## src/rtl/core/tmcw_pkg.sv

```systemverilog
// ----------------------------------------------------------------------------
// tmcw_pkg: shared types and constants of the text mode console writer
// payload widths, operation and state codes, control characters, cell helper
// ----------------------------------------------------------------------------
package tmcw_pkg;

   // payload widths
   localparam int OPCODE_W     = 2;
   localparam int CHAR_W       = 8;
   localparam int COORD_W      = 8;
   localparam int POS_W        = 11;
   localparam int COLUMN_OUT_W = 7;
   localparam int ROW_OUT_W    = 5;
   localparam int CELL_W       = 16;
   localparam int ATTR_W       = 8;
   localparam int NIBBLE_W     = 4;
   localparam int CSR_INDEX_W  = 4;
   localparam int CSR_DATA_W   = 8;

   // screen geometry defaults
   localparam int DEFAULT_COLUMNS = 80;
   localparam int DEFAULT_ROWS    = 25;

   // register indexes
   localparam logic [CSR_INDEX_W-1:0] REG_ATTR_FOREGROUND = 4'd0;
   localparam logic [CSR_INDEX_W-1:0] REG_ATTR_BACKGROUND = 4'd1;

   // attribute reset values
   localparam logic [NIBBLE_W-1:0] FOREGROUND_RESET = 4'h7;
   localparam logic [NIBBLE_W-1:0] BACKGROUND_RESET = 4'h0;

   // control characters
   localparam logic [CHAR_W-1:0] CH_BACKSPACE = 8'h08;
   localparam logic [CHAR_W-1:0] CH_TAB       = 8'h09;
   localparam logic [CHAR_W-1:0] CH_NEWLINE   = 8'h0A;
   localparam logic [CHAR_W-1:0] CH_RETURN    = 8'h0D;
   localparam logic [CHAR_W-1:0] CH_SPACE     = 8'h20;

   // screen contents right after reset: space, light grey on black
   localparam logic [CELL_W-1:0] RESET_CELL = 16'h0720;

   typedef enum logic [OPCODE_W-1:0] {
      OP_PUT_CHAR   = 2'd0,
      OP_SET_CURSOR = 2'd1,
      OP_CLEAR      = 2'd2,
      OP_READ_CELL  = 2'd3
   } opcode_type;

   typedef enum logic [2:0] {
      ST_INIT,
      ST_IDLE,
      ST_EXEC,
      ST_READ,
      ST_COPY,
      ST_COPY_TAIL,
      ST_FILL,
      ST_DONE
   } ctrl_state_type;

   // attribute in the high byte, character in the low byte
   function automatic logic [CELL_W-1:0] cell_of(input logic [ATTR_W-1:0] attr,
                                                 input logic [CHAR_W-1:0] ch);
      return {attr, ch};
   endfunction

endpackage

```

## src/rtl/core/tmcw_ctrl.sv

```systemverilog
// ----------------------------------------------------------------------------
// tmcw_ctrl: operation sequencer of the console writer
// holds the cursor, drives the screen store, sweeps for init, clear and scroll
// ----------------------------------------------------------------------------
module tmcw_ctrl #(
   parameter int COLUMNS = tmcw_pkg::DEFAULT_COLUMNS,
   parameter int ROWS    = tmcw_pkg::DEFAULT_ROWS,
   parameter int ADDR_W  = $clog2(COLUMNS * ROWS)
) (
   input  logic                              clock,
   input  logic                              reset,
   // request side
   input  logic                              req_valid,
   output logic                              req_ready,
   input  logic [tmcw_pkg::OPCODE_W-1:0]     req_opcode,
   input  logic [tmcw_pkg::CHAR_W-1:0]       req_char_code,
   input  logic [tmcw_pkg::COORD_W-1:0]      req_column,
   input  logic [tmcw_pkg::COORD_W-1:0]      req_row,
   // response side
   output logic                              rsp_valid,
   input  logic                              rsp_ready,
   output logic [tmcw_pkg::POS_W-1:0]        rsp_cursor_position,
   output logic [tmcw_pkg::COLUMN_OUT_W-1:0] rsp_cursor_column,
   output logic [tmcw_pkg::ROW_OUT_W-1:0]    rsp_cursor_row,
   output logic [tmcw_pkg::CELL_W-1:0]       rsp_cell_data,
   // current attribute
   input  logic [tmcw_pkg::ATTR_W-1:0]       attr,
   // screen store
   output logic                              wr_en,
   output logic [ADDR_W-1:0]                 wr_addr,
   output logic [tmcw_pkg::CELL_W-1:0]       wr_data,
   output logic                              rd_en,
   output logic [ADDR_W-1:0]                 rd_addr,
   input  logic [tmcw_pkg::CELL_W-1:0]       rd_data
);

   localparam int CELLS        = COLUMNS * ROWS;
   localparam int COL_W        = $clog2(COLUMNS);
   localparam int ROW_W        = $clog2(ROWS);
   localparam int CW1          = COL_W + 1;
   localparam int CMP_W        = tmcw_pkg::COORD_W + 1;
   localparam int POS_W        = tmcw_pkg::POS_W;
   localparam int COLUMN_OUT_W = tmcw_pkg::COLUMN_OUT_W;
   localparam int ROW_OUT_W    = tmcw_pkg::ROW_OUT_W;
   localparam logic [ADDR_W-1:0] CELL_LAST    = ADDR_W'(CELLS - 1);
   localparam logic [ADDR_W-1:0] COPY_LAST    = ADDR_W'((ROWS - 1) * COLUMNS - 1);
   localparam logic [ADDR_W-1:0] BOTTOM_START = ADDR_W'((ROWS - 1) * COLUMNS);
   localparam logic [COL_W-1:0]  COL_LAST     = COL_W'(COLUMNS - 1);
   localparam logic [ROW_W-1:0]  ROW_LAST     = ROW_W'(ROWS - 1);

   tmcw_pkg::ctrl_state_type state_ff, state_in;
   tmcw_pkg::opcode_type     op_ff, op_in;
   logic [tmcw_pkg::CHAR_W-1:0] ch_ff, ch_in;
   logic [COL_W-1:0]  col_ff, col_in, arg_col_ff, arg_col_in, col_clamped;
   logic [ROW_W-1:0]  row_ff, row_in, arg_row_ff, arg_row_in, row_clamped;
   logic [ADDR_W-1:0] ptr_ff, ptr_in;
   logic [tmcw_pkg::CELL_W-1:0] data_ff, data_in;
   logic              rsp_valid_ff, rsp_valid_in;
   logic [POS_W-1:0]        rsp_pos_ff;
   logic [COLUMN_OUT_W-1:0] rsp_col_ff;
   logic [ROW_OUT_W-1:0]    rsp_row_ff;
   logic [tmcw_pkg::CELL_W-1:0] rsp_data_ff;

   logic [ADDR_W-1:0] cur_idx, arg_idx, next_idx;
   logic [CW1-1:0]    tab_sum, tab_col;
   logic [tmcw_pkg::CELL_W-1:0] blank;
   logic              line_feed, finish, slot_free, load_rsp;

   assign col_clamped = ({1'b0, req_column} >= CMP_W'(COLUMNS)) ? COL_LAST
                                                                : COL_W'(req_column);
   assign row_clamped = ({1'b0, req_row} >= CMP_W'(ROWS)) ? ROW_LAST : ROW_W'(req_row);

   assign cur_idx  = ADDR_W'(row_ff) * ADDR_W'(COLUMNS) + ADDR_W'(col_ff);
   assign arg_idx  = ADDR_W'(arg_row_ff) * ADDR_W'(COLUMNS) + ADDR_W'(arg_col_ff);
   assign next_idx = ADDR_W'(row_in) * ADDR_W'(COLUMNS) + ADDR_W'(col_in);

   // tab stops every four columns
   assign tab_sum = {1'b0, col_ff} + CW1'(4);
   assign tab_col = tab_sum & ~CW1'(3);

   assign blank     = tmcw_pkg::cell_of(attr, tmcw_pkg::CH_SPACE);
   assign slot_free = !rsp_valid_ff || rsp_ready;

   always_ff @(posedge clock) begin
      if (reset) begin
         state_ff     <= tmcw_pkg::ST_INIT;
         col_ff       <= '0;
         row_ff       <= '0;
         ptr_ff       <= '0;
         rsp_valid_ff <= 1'b0;
      end else begin
         state_ff     <= state_in;
         col_ff       <= col_in;
         row_ff       <= row_in;
         ptr_ff       <= ptr_in;
         rsp_valid_ff <= rsp_valid_in;
      end
   end

   always_ff @(posedge clock) begin
      op_ff      <= op_in;
      ch_ff      <= ch_in;
      arg_col_ff <= arg_col_in;
      arg_row_ff <= arg_row_in;
      data_ff    <= data_in;
      if (load_rsp) begin
         rsp_pos_ff  <= POS_W'(next_idx);
         rsp_col_ff  <= COLUMN_OUT_W'(col_in);
         rsp_row_ff  <= ROW_OUT_W'(row_in);
         rsp_data_ff <= data_in;
      end
   end

   always_comb begin
      state_in   = state_ff;
      op_in      = op_ff;
      ch_in      = ch_ff;
      arg_col_in = arg_col_ff;
      arg_row_in = arg_row_ff;
      col_in     = col_ff;
      row_in     = row_ff;
      ptr_in     = ptr_ff;
      data_in    = data_ff;
      req_ready  = 1'b0;
      wr_en      = 1'b0;
      wr_addr    = ptr_ff;
      wr_data    = blank;
      rd_en      = 1'b0;
      rd_addr    = arg_idx;
      line_feed  = 1'b0;
      finish     = 1'b0;
      load_rsp   = 1'b0;

      case (state_ff)
         tmcw_pkg::ST_INIT: begin
            wr_en   = 1'b1;
            wr_data = tmcw_pkg::RESET_CELL;
            if (ptr_ff == CELL_LAST) begin
               ptr_in   = '0;
               state_in = tmcw_pkg::ST_IDLE;
            end else begin
               ptr_in = ptr_ff + ADDR_W'(1);
            end
         end
         tmcw_pkg::ST_IDLE: begin
            req_ready = 1'b1;
            if (req_valid) begin
               op_in      = tmcw_pkg::opcode_type'(req_opcode);
               ch_in      = req_char_code;
               arg_col_in = col_clamped;
               arg_row_in = row_clamped;
               data_in    = '0;
               state_in   = tmcw_pkg::ST_EXEC;
            end
         end
         tmcw_pkg::ST_EXEC: begin
            case (op_ff)
               tmcw_pkg::OP_SET_CURSOR: begin
                  col_in = arg_col_ff;
                  row_in = arg_row_ff;
                  finish = 1'b1;
               end
               tmcw_pkg::OP_CLEAR: begin
                  col_in   = '0;
                  row_in   = '0;
                  ptr_in   = '0;
                  state_in = tmcw_pkg::ST_FILL;
               end
               tmcw_pkg::OP_READ_CELL: begin
                  rd_en    = 1'b1;
                  rd_addr  = arg_idx;
                  state_in = tmcw_pkg::ST_READ;
               end
               default: begin
                  case (ch_ff)
                     tmcw_pkg::CH_NEWLINE: begin
                        line_feed = 1'b1;
                     end
                     tmcw_pkg::CH_RETURN: begin
                        col_in = '0;
                        finish = 1'b1;
                     end
                     tmcw_pkg::CH_BACKSPACE: begin
                        if (col_ff != '0) begin
                           col_in  = col_ff - COL_W'(1);
                           wr_en   = 1'b1;
                           wr_addr = cur_idx - ADDR_W'(1);
                           wr_data = blank;
                        end
                        finish = 1'b1;
                     end
                     tmcw_pkg::CH_TAB: begin
                        if (tab_col >= CW1'(COLUMNS)) begin
                           line_feed = 1'b1;
                        end else begin
                           col_in = tab_col[COL_W-1:0];
                           finish = 1'b1;
                        end
                     end
                     default: begin
                        wr_en   = 1'b1;
                        wr_addr = cur_idx;
                        wr_data = tmcw_pkg::cell_of(attr, ch_ff);
                        if (col_ff == COL_LAST) begin
                           line_feed = 1'b1;
                        end else begin
                           col_in = col_ff + COL_W'(1);
                           finish = 1'b1;
                        end
                     end
                  endcase
                  if (line_feed) begin
                     col_in = '0;
                     if (row_ff == ROW_LAST) begin
                        ptr_in   = '0;
                        state_in = tmcw_pkg::ST_COPY;
                     end else begin
                        row_in = row_ff + ROW_W'(1);
                        finish = 1'b1;
                     end
                  end
               end
            endcase
         end
         tmcw_pkg::ST_READ: begin
            data_in = rd_data;
            finish  = 1'b1;
         end
         tmcw_pkg::ST_COPY: begin
            // read one row below, write back what the previous read returned
            rd_en   = 1'b1;
            rd_addr = ptr_ff + ADDR_W'(COLUMNS);
            if (ptr_ff != '0) begin
               wr_en   = 1'b1;
               wr_addr = ptr_ff - ADDR_W'(1);
               wr_data = rd_data;
            end
            if (ptr_ff == COPY_LAST) begin
               state_in = tmcw_pkg::ST_COPY_TAIL;
            end else begin
               ptr_in = ptr_ff + ADDR_W'(1);
            end
         end
         tmcw_pkg::ST_COPY_TAIL: begin
            wr_en    = 1'b1;
            wr_addr  = ptr_ff;
            wr_data  = rd_data;
            ptr_in   = BOTTOM_START;
            state_in = tmcw_pkg::ST_FILL;
         end
         tmcw_pkg::ST_FILL: begin
            wr_en   = 1'b1;
            wr_data = blank;
            if (ptr_ff == CELL_LAST) begin
               finish = 1'b1;
            end else begin
               ptr_in = ptr_ff + ADDR_W'(1);
            end
         end
         tmcw_pkg::ST_DONE: begin
            finish = 1'b1;
         end
         default: begin
            state_in = tmcw_pkg::ST_IDLE;
         end
      endcase

      // result goes to the output register when it is free, else wait
      if (finish) begin
         if (slot_free) begin
            load_rsp = 1'b1;
            state_in = tmcw_pkg::ST_IDLE;
         end else begin
            state_in = tmcw_pkg::ST_DONE;
         end
      end

      if (load_rsp) begin
         rsp_valid_in = 1'b1;
      end else if (rsp_ready) begin
         rsp_valid_in = 1'b0;
      end else begin
         rsp_valid_in = rsp_valid_ff;
      end
   end

   assign rsp_valid           = rsp_valid_ff;
   assign rsp_cursor_position = rsp_pos_ff;
   assign rsp_cursor_column   = rsp_col_ff;
   assign rsp_cursor_row      = rsp_row_ff;
   assign rsp_cell_data       = rsp_data_ff;

endmodule

```

## config.mk

```make
export PLATFORM = sky130hd
export DESIGN_NAME = tmcw_ctrl
export DESIGN_NICKNAME = d
export VERILOG_FILES = /design/src/rtl/core/tmcw_pkg.sv /design/src/rtl/core/tmcw_ctrl.sv
export SDC_FILE = /design/constraint.sdc
export NUM_CORES = 1
export LEC_CHECK = 0
export BUFFER_PORTS_ARGS = -buffer_cell sky130_fd_sc_hd__buf_2
export CORE_UTILIZATION = 50
export CTS_CLUSTER_DIAMETER = 50
export DETAILED_ROUTE_END_ITERATION = 8
export PLACE_DENSITY = 0.76
export SLEW_MARGIN = 20
export SYNTH_ARGS = -nofsm -noshare
export SYNTH_HDL_FRONTEND = slang
export SYNTH_SLANG_ARGS = --single-unit
```

## constraint.sdc

```tcl
create_clock -name clock -period 4.7 [get_ports clock]
set_input_delay 0.235 -clock clock [delete_from_list [all_inputs] [get_ports clock]]
set_output_delay 0.235 -clock clock [all_outputs]
set_load 0.005 [all_outputs]
```

After elaboration in Yosys (flattened, before gate mapping)
Cells that the tools add are included.
- input port bits: 54
- register bits: 104
- output and inout bits: 81
- word-level logic and storage cells: 143
- mux-type cells: 64
- eq/ne operators: 29
- add/sub/neg operators: 11
- reduce and logical (&&, ||, !) cells: 19
- $lt $le $gt $ge: 3
- multiply operators: 3
- operator list (operator ; number):
    11-bit 2-to-1 mux ; 9
    11-bit case mux with 2 select lines ; 3
    16-bit case mux with 4 select lines ; 1
    11-bit case mux with 5 select lines ; 1
    7-bit 2-to-1 mux ; 5
    11-bit by 7-bit adder with 11-bit output ; 3
    8-bit by 4-bit == test with 1-bit output, second input constant ; 4
    16-bit 2-to-1 mux ; 2
    16-bit case mux with 2 select lines ; 1
    7-bit case mux with 4 select lines ; 1
    11-bit == test, second input constant ; 2
    11-bit by 1-bit subtractor with 11-bit output, second input constant ; 2
    5-bit by 3-bit multiplier with 7-bit output, second input constant ; 3
    3-bit 2-to-1 mux ; 7
    7-bit case mux with 3 select lines ; 1
    1-bit 2-to-1 mux ; 18
    3-bit != test, second input constant ; 6
    8-bit by 7-bit greater-or-equal comparator with 1-bit output, second input constant ; 2
    8-bit 2-to-1 mux ; 2
    5-bit 2-to-1 mux ; 3
    3-bit case mux with 5 select lines ; 1
    5-bit case mux with 3 select lines ; 1
    3-bit == test, second input constant ; 4
    1-bit case mux with 3 select lines ; 4
    other kinds (31) ; 43

Depth between registers and ports, before layout
- depth after elaboration: 11
- gate-level depth with buffers: 18
- mapped depth without buffers: 17

Least setup slack after synthesis
Ideal clock, no wire load.
- path type: register to register
- start: register col_ff[3]
- end: register rsp_data_ff (netlist bit rsp_cell_data[0]), enable pin
- data arrival time: 4.661 ns
- period minus slack after synthesis: 5.158 ns
- cell stages (with the launch flop): 7
- buffers on the path: 0
- setup time: 0.497 ns
- slack: -0.458 ns
- required time: 4.203 ns
- path through: dfxtp_1 > ha_1 > nand2_1 > o21a_1 > o21ai_0 > nand3_1 > a311oi_1
- longest elaborated chain between the ends: 10
- elaborated cells on any way between the ends: 16
- classes of those cells: add/sub: 1; order compare: 1; eq/ne: 1; mux: 13
- RTL lines (what ; line ; source):
    start, declared ; tmcw_ctrl.sv:54 ; logic [COL_W-1:0] col_ff, col_in, arg_col_ff, arg_col_in, col_clamped;
    start signal, assigned ; tmcw_ctrl.sv:93 ; col_ff <= col_in;
    7-bit by 3-bit adder with 8-bit output ; tmcw_ctrl.sv:78 ; assign tab_sum = {1'b0, col_ff} + CW1'(4);
    8-bit by 7-bit greater-or-equal comparator with 1-bit output ; tmcw_ctrl.sv:193 ; if (tab_col >= CW1'(COLUMNS)) begin
    1-bit 2-to-1 mux ; tmcw_ctrl.sv:193 ;
    1-bit case mux with 3 select lines ; tmcw_ctrl.sv:175 ; case (ch_ff)
    1-bit 2-to-1 mux ; tmcw_ctrl.sv:157 ; case (op_ff)
    1-bit 2-to-1 mux ; tmcw_ctrl.sv:134 ; case (state_ff)
    1-bit 2-to-1 mux (*) ; tmcw_ctrl.sv:212 ; if (line_feed) begin
    1-bit case mux with 2 select lines (*) ; tmcw_ctrl.sv:157 ;
    1-bit case mux with 3 select lines (*) ; tmcw_ctrl.sv:134 ;
    1-bit 2-to-1 mux (*) ; tmcw_ctrl.sv:269 ; if (finish) begin
    named net load_rsp ; tmcw_ctrl.sv:67 ; logic line_feed, finish, slot_free, load_rsp;
    end signal, assigned ; tmcw_ctrl.sv:110 ; rsp_data_ff <= data_in;
    end, declared ; tmcw_ctrl.sv:62 ; logic [tmcw_pkg::CELL_W-1:0] rsp_data_ff;
Mark *: on every way through the listed nets, which the timed path passes. The rest lies on a longest branch. The select of a mux whose other input is x is not followed.
A chain may end at the register's enable or synchronous reset.

Worst setup path in the final report
- start: register ch_ff[4] (netlist name)
- end: register rsp_pos_ff[10] (netlist: rsp_cursor_position[10]), data pin
- longest elaborated chain between the ends: 10
- elaborated cells on any way between the ends: 17
- classes of those cells: add/sub: 1; mul: 1; eq/ne: 4; mux: 10; reduce/logical: 1
- RTL lines (what ; line ; source):
    start, declared ; tmcw_ctrl.sv:53 ; logic [tmcw_pkg::CHAR_W-1:0] ch_ff, ch_in;
    start signal, assigned ; tmcw_ctrl.sv:102 ; ch_ff <= ch_in;
    8-bit by 4-bit == test with 1-bit output ; tmcw_ctrl.sv:175 ;
    2-bit OR reduction (no source line) ; n/a ;
    1-bit case mux with 3 select lines (*) ; tmcw_ctrl.sv:175 ;
    1-bit 2-to-1 mux (*) ; tmcw_ctrl.sv:157 ;
    1-bit 2-to-1 mux (*) ; tmcw_ctrl.sv:134 ;
    5-bit 2-to-1 mux (*) ; tmcw_ctrl.sv:212 ;
    5-bit case mux with 3 select lines (*) ; tmcw_ctrl.sv:157 ;
    5-bit 2-to-1 mux (*) ; tmcw_ctrl.sv:134 ;
    named net row_in[4] ; tmcw_ctrl.sv:55 ; logic [ROW_W-1:0] row_ff, row_in, arg_row_ff, arg_row_in, row_clamped;
    5-bit by 3-bit multiplier with 7-bit output (*) ; tmcw_ctrl.sv:75 ; assign next_idx = ADDR_W'(row_in) * ADDR_W'(COLUMNS) + ADDR_W'(col_in);
    11-bit by 7-bit adder with 11-bit output (*) ; tmcw_ctrl.sv:75 ;
    named net next_idx[10] ; tmcw_ctrl.sv:64 ; logic [ADDR_W-1:0] cur_idx, arg_idx, next_idx;
    end signal, assigned ; tmcw_ctrl.sv:107 ; rsp_pos_ff <= POS_W'(next_idx);
    end, declared ; tmcw_ctrl.sv:59 ; logic [POS_W-1:0] rsp_pos_ff;
Marked as above.

==> results by group <==
Finish
  • Final net count: 1062
  • Design Area, Final: 8750 um^2
  • Layout Utilization: 62.5%
  • Area Growth Syn to Fin: 20.6%
  • Antenna Cells: 0
  • Final cell count without fillers: 1149
  • Share of layout cells above drive strength 1: 25.7%

STA
  • Final setup viols: 0
  • Slew HR: 27.0%
  • Hold Slack: 0.0465 ns
  • Slew @ Worst Pin: 1.09 ns
  • FMAX: 217 MHz
  • Min Tclk post-route: 4.61 ns
  • Final period util: 98.0%
  • Max Slew Vio Count: 0
  • TNS Setup: 0 ns
  • Hold Violations, Final: 0
  • Fin Clk Skew: 0.00922 ns

Outcome
  • Status: finished clean

Yosys
  • Post-Synthesis Cells: 826
  • Syn nets: 924
  • Synth warn: 0
  • Seq/Total Area, Yosys: 35.5%
  • Synthesized cell area: 7250 um^2
  • Synth unique cells: 85
  • Post-synth EDFFs: 57
  • Ys flop type: edfxtp_1
  • Asr flop ratio synth: 0%
  • Syn Area/Cell: 8.78 um^2
  • Yosys reg bits: 100

GRT
  • Initial antenna violation count: 0
  • Gr ovfl total: 0
  • First-pass GRT wire length: 34200 um
  • Global Route Usage Sum: 29.7%
  • Pin count of the biggest net entering global routing: 38
  • Vias in the first global route: 6568

Clocking
  • Max H-tree Level: 3
  • Longest Clk Path Bufs: 2
  • Root Driver: clkbuf_16
  • Clock transition at path regs: 0.07 ns
  • CTS tree: built
  • Clock buffer count from CTS: 9
  • Clk sink count: 100
  • Clock latency on the worst-skew pair: 0.36 ns

Worst setup path
  • CP most frequent cell: or4_4
  • Max Fanout on Critical Path: 5
  • Reg2Reg Capture Point: rsp_cursor_position[10]
  • Critical Path Sink Type: flop
  • Worst Path Required: 4.89 ns
  • Top Family by Delay on Critical Path: compound AO/OA/AOI/OAI gates
  • CP peak stage delay: 0.62 ns
  • CP max-delay cell: or4_4
  • FF-to-FF setup slack: 0.09 ns
  • Bufs and invs on worst path: 0
  • Worst r2r src: ch_ff[4]
  • Critical Path AT: 4.79 ns
  • Critical Path Start Type: flop
  • Worst reg2reg path depth: 14
  • Crit path kind: flop to flop
  • CP Cell Sequence: or4_4 -> or4_4 -> a21oi_4 -> nor3_2 -> a21o_1 -> a21oi_2 -> ha_4 -> fa_1 -> nand2_1 -> o21ba_2 -> o21ai_0 -> a221oi_2 -> mux2_4 -> a311oi_2

Placement
  • DP Area: 8260 um^2
  • DP Wirelength: 16800 um
  • PortBufs: 134
  • Placer Congestion: 0.974
  • Placed Cells incl. Taps: 1130

Floorplanning
  • Die Width: 122 um
  • Die ar.: 15000 um^2
  • Row Count: 43
  • Num ports: 135
  • Die height: 122 um
  • Initial Utilization: 51.8%
  • CORE AREA: 14000 um^2

Route
  • Total Routed Length: 22000 um
  • Routed length per instance: 19.2 um
  • DRC: 0
  • DRT antenna net count: 0
  • Via count: 7247
  • DR iter-0 viols: 741
  • Via-to-Cell Ratio: 6.31
  • DR pass1 iterations: 6

Power and ir drop
  • PwrDens: 213 nW/um^2
  • Peak VDD IR: 0.153 mV
  • Leak: 3.57 nW

Job
  • Max-cap check violation count: 0

Min path
  • Hold WC Path Type: primary input to flop
  • Hold Path Stages: 1
  • HP Start: req_char_code[3]
  • Hold Path End: ch_ff[3]
## kinds of logic after synthesis
logic type	after synthesis	synth area share, %
AND/OR/NAND/NOR	292	21.1
AO/OA/AOI/OAI	261	25.2
flip-flops	100	35.5
buffers and inverters	96	5.82
adder cells (fa/ha/maj)	44	8.21
XOR/XNOR	28	3.38
multiplexers	5	0.742
## cells in the final DEF, fill, tap and decap left out, types with 7 or more instances in the layout
master,synthesis,final
nand2_1,59,58
nor4_1,9,7
buf_4,6,48
o211ai_1,12,12
nand2b_1,21,21
nor3_1,21,20
dfxtp_1,43,43
inv_1,39,39
a21oi_1,54,53
nand4_1,12,12
xnor2_1,20,20
and2_1,11,10
a21o_1,10,10
buf_2,3,134
a22o_1,33,33
o21a_1,7,7
nor2_1,61,61
nand3_1,31,31
ha_1,38,34
xor2_1,8,8
edfxtp_1,57,57
o21ai_0,52,51
o22ai_1,10,10
nor2b_1,13,12
a31oi_1,8,7
clkbuf_16,0,10
a222oi_1,9,9
or3_1,10,9
## stage by stage
step | setup WS (ns) | power, mW
2_1_floorplan | 0.0501 | 1.01
3_3_place_gp | 0.0629 | 1.06
3_5_place_dp | -0.164 | 1.06
4_1_cts | 0.00153 | 1.87
5_1_grt | -0.0638 | 1.91
6_report | 0.0937 | 1.86
## repair_timing
item	CTS	global route
endpoints found under the setup margin	1	1
endpoints found under the hold margin	0	0
resized for setup	5	22
hold buffers	0	0
pin swaps	2	7
buffers inserted	0	3
## flip-flops by register name, summed over array words and instances, names as in the netlist, 7 cells and up
| name | flops |
|---|---|
| data_ff | 16 |
| rsp_cell_data | 16 |
| ch_ff | 8 |
| rsp_cursor_position | 11 |
| ptr_ff | 11 |
| arg_col_ff | 7 |
| col_ff | 7 |
## worst max-delay path by stage
stage | startpoint | to | slack, ns | cells past startpoint
floorplan | ch_ff[4] | rsp_cursor_position[10] | 0.05 | 15
global placement | ch_ff[4] | rsp_cursor_position[10] | 0.06 | 15
detailed placement | ch_ff[4] | rsp_cursor_position[10] | -0.16 | 15
CTS | ch_ff[7] | rsp_cursor_position[10] | 0.002 | 15
global route | ch_ff[4] | rsp_cursor_position[10] | -0.06 | 14
finish | ch_ff[4] | rsp_cursor_position[10] | 0.09 | 14
## metal layers
metal	global-route usage (%)	vias up	routed length, um
li1	-	3381	-
met2	46.6	394	9700
met4	12.3	0	683
met1	40.8	3417	9710
met5	0	-	0
met3	4.60	55	1940
## power breakdown
group / switching, mW / total (mW) / internal [mW]
Combinational: 0.0580 / 0.106 / 0.0481
Clock: 0.364 / 0.819 / 0.455
Sequential: 0.00911 / 0.936 / 0.927
Total: 0.431 / 1.86 / 1.43
## layout make-up
class	instances	area (um^2)
fillers	1197	5240
multi-input cells	630	4420
flip-flops and latches	100	2570
repair buffers	183	1050
clock buffers	10	250
well taps	180	225
inverters	40	150
clock inverters	6	75.1
## Yosys cell counts, drive strengths merged, types with 4 or more instances
master	count	area share [%]
and2	12	1.0
o221ai	4	0.57
nor2	62	3.2
nand3	31	2.1
buf	12	1.2
a22o	34	4.1
nand4	12	1.0
fa	6	1.7
o21a	7	0.72
xor2	8	0.97
a222oi	9	1.2
o211ai	12	1.2
o21bai	4	0.41
xnor2	20	2.4
a31oi	8	0.69
a21o	11	1.2
a211oi	5	0.52
edfxtp	57	24
nand4b	4	0.48
or3	10	0.86
nand2b	21	1.8
o22ai	11	1.0
nor4	9	0.78
a22oi	4	0.41
o21ai	55	3.8
nor2b	13	1.1
ha	38	6.6
or4	6	0.72
nor3	21	1.4
a21oi	55	4.0
o32ai	6	0.72
clkbuf	44	2.6
or2	5	0.43
and3	6	0.52
and4	4	0.48
nand2	59	3.1
inv	39	2.0
nor3b	8	0.90
dfxtp	43	12
(Power assumes the default switching activity.)
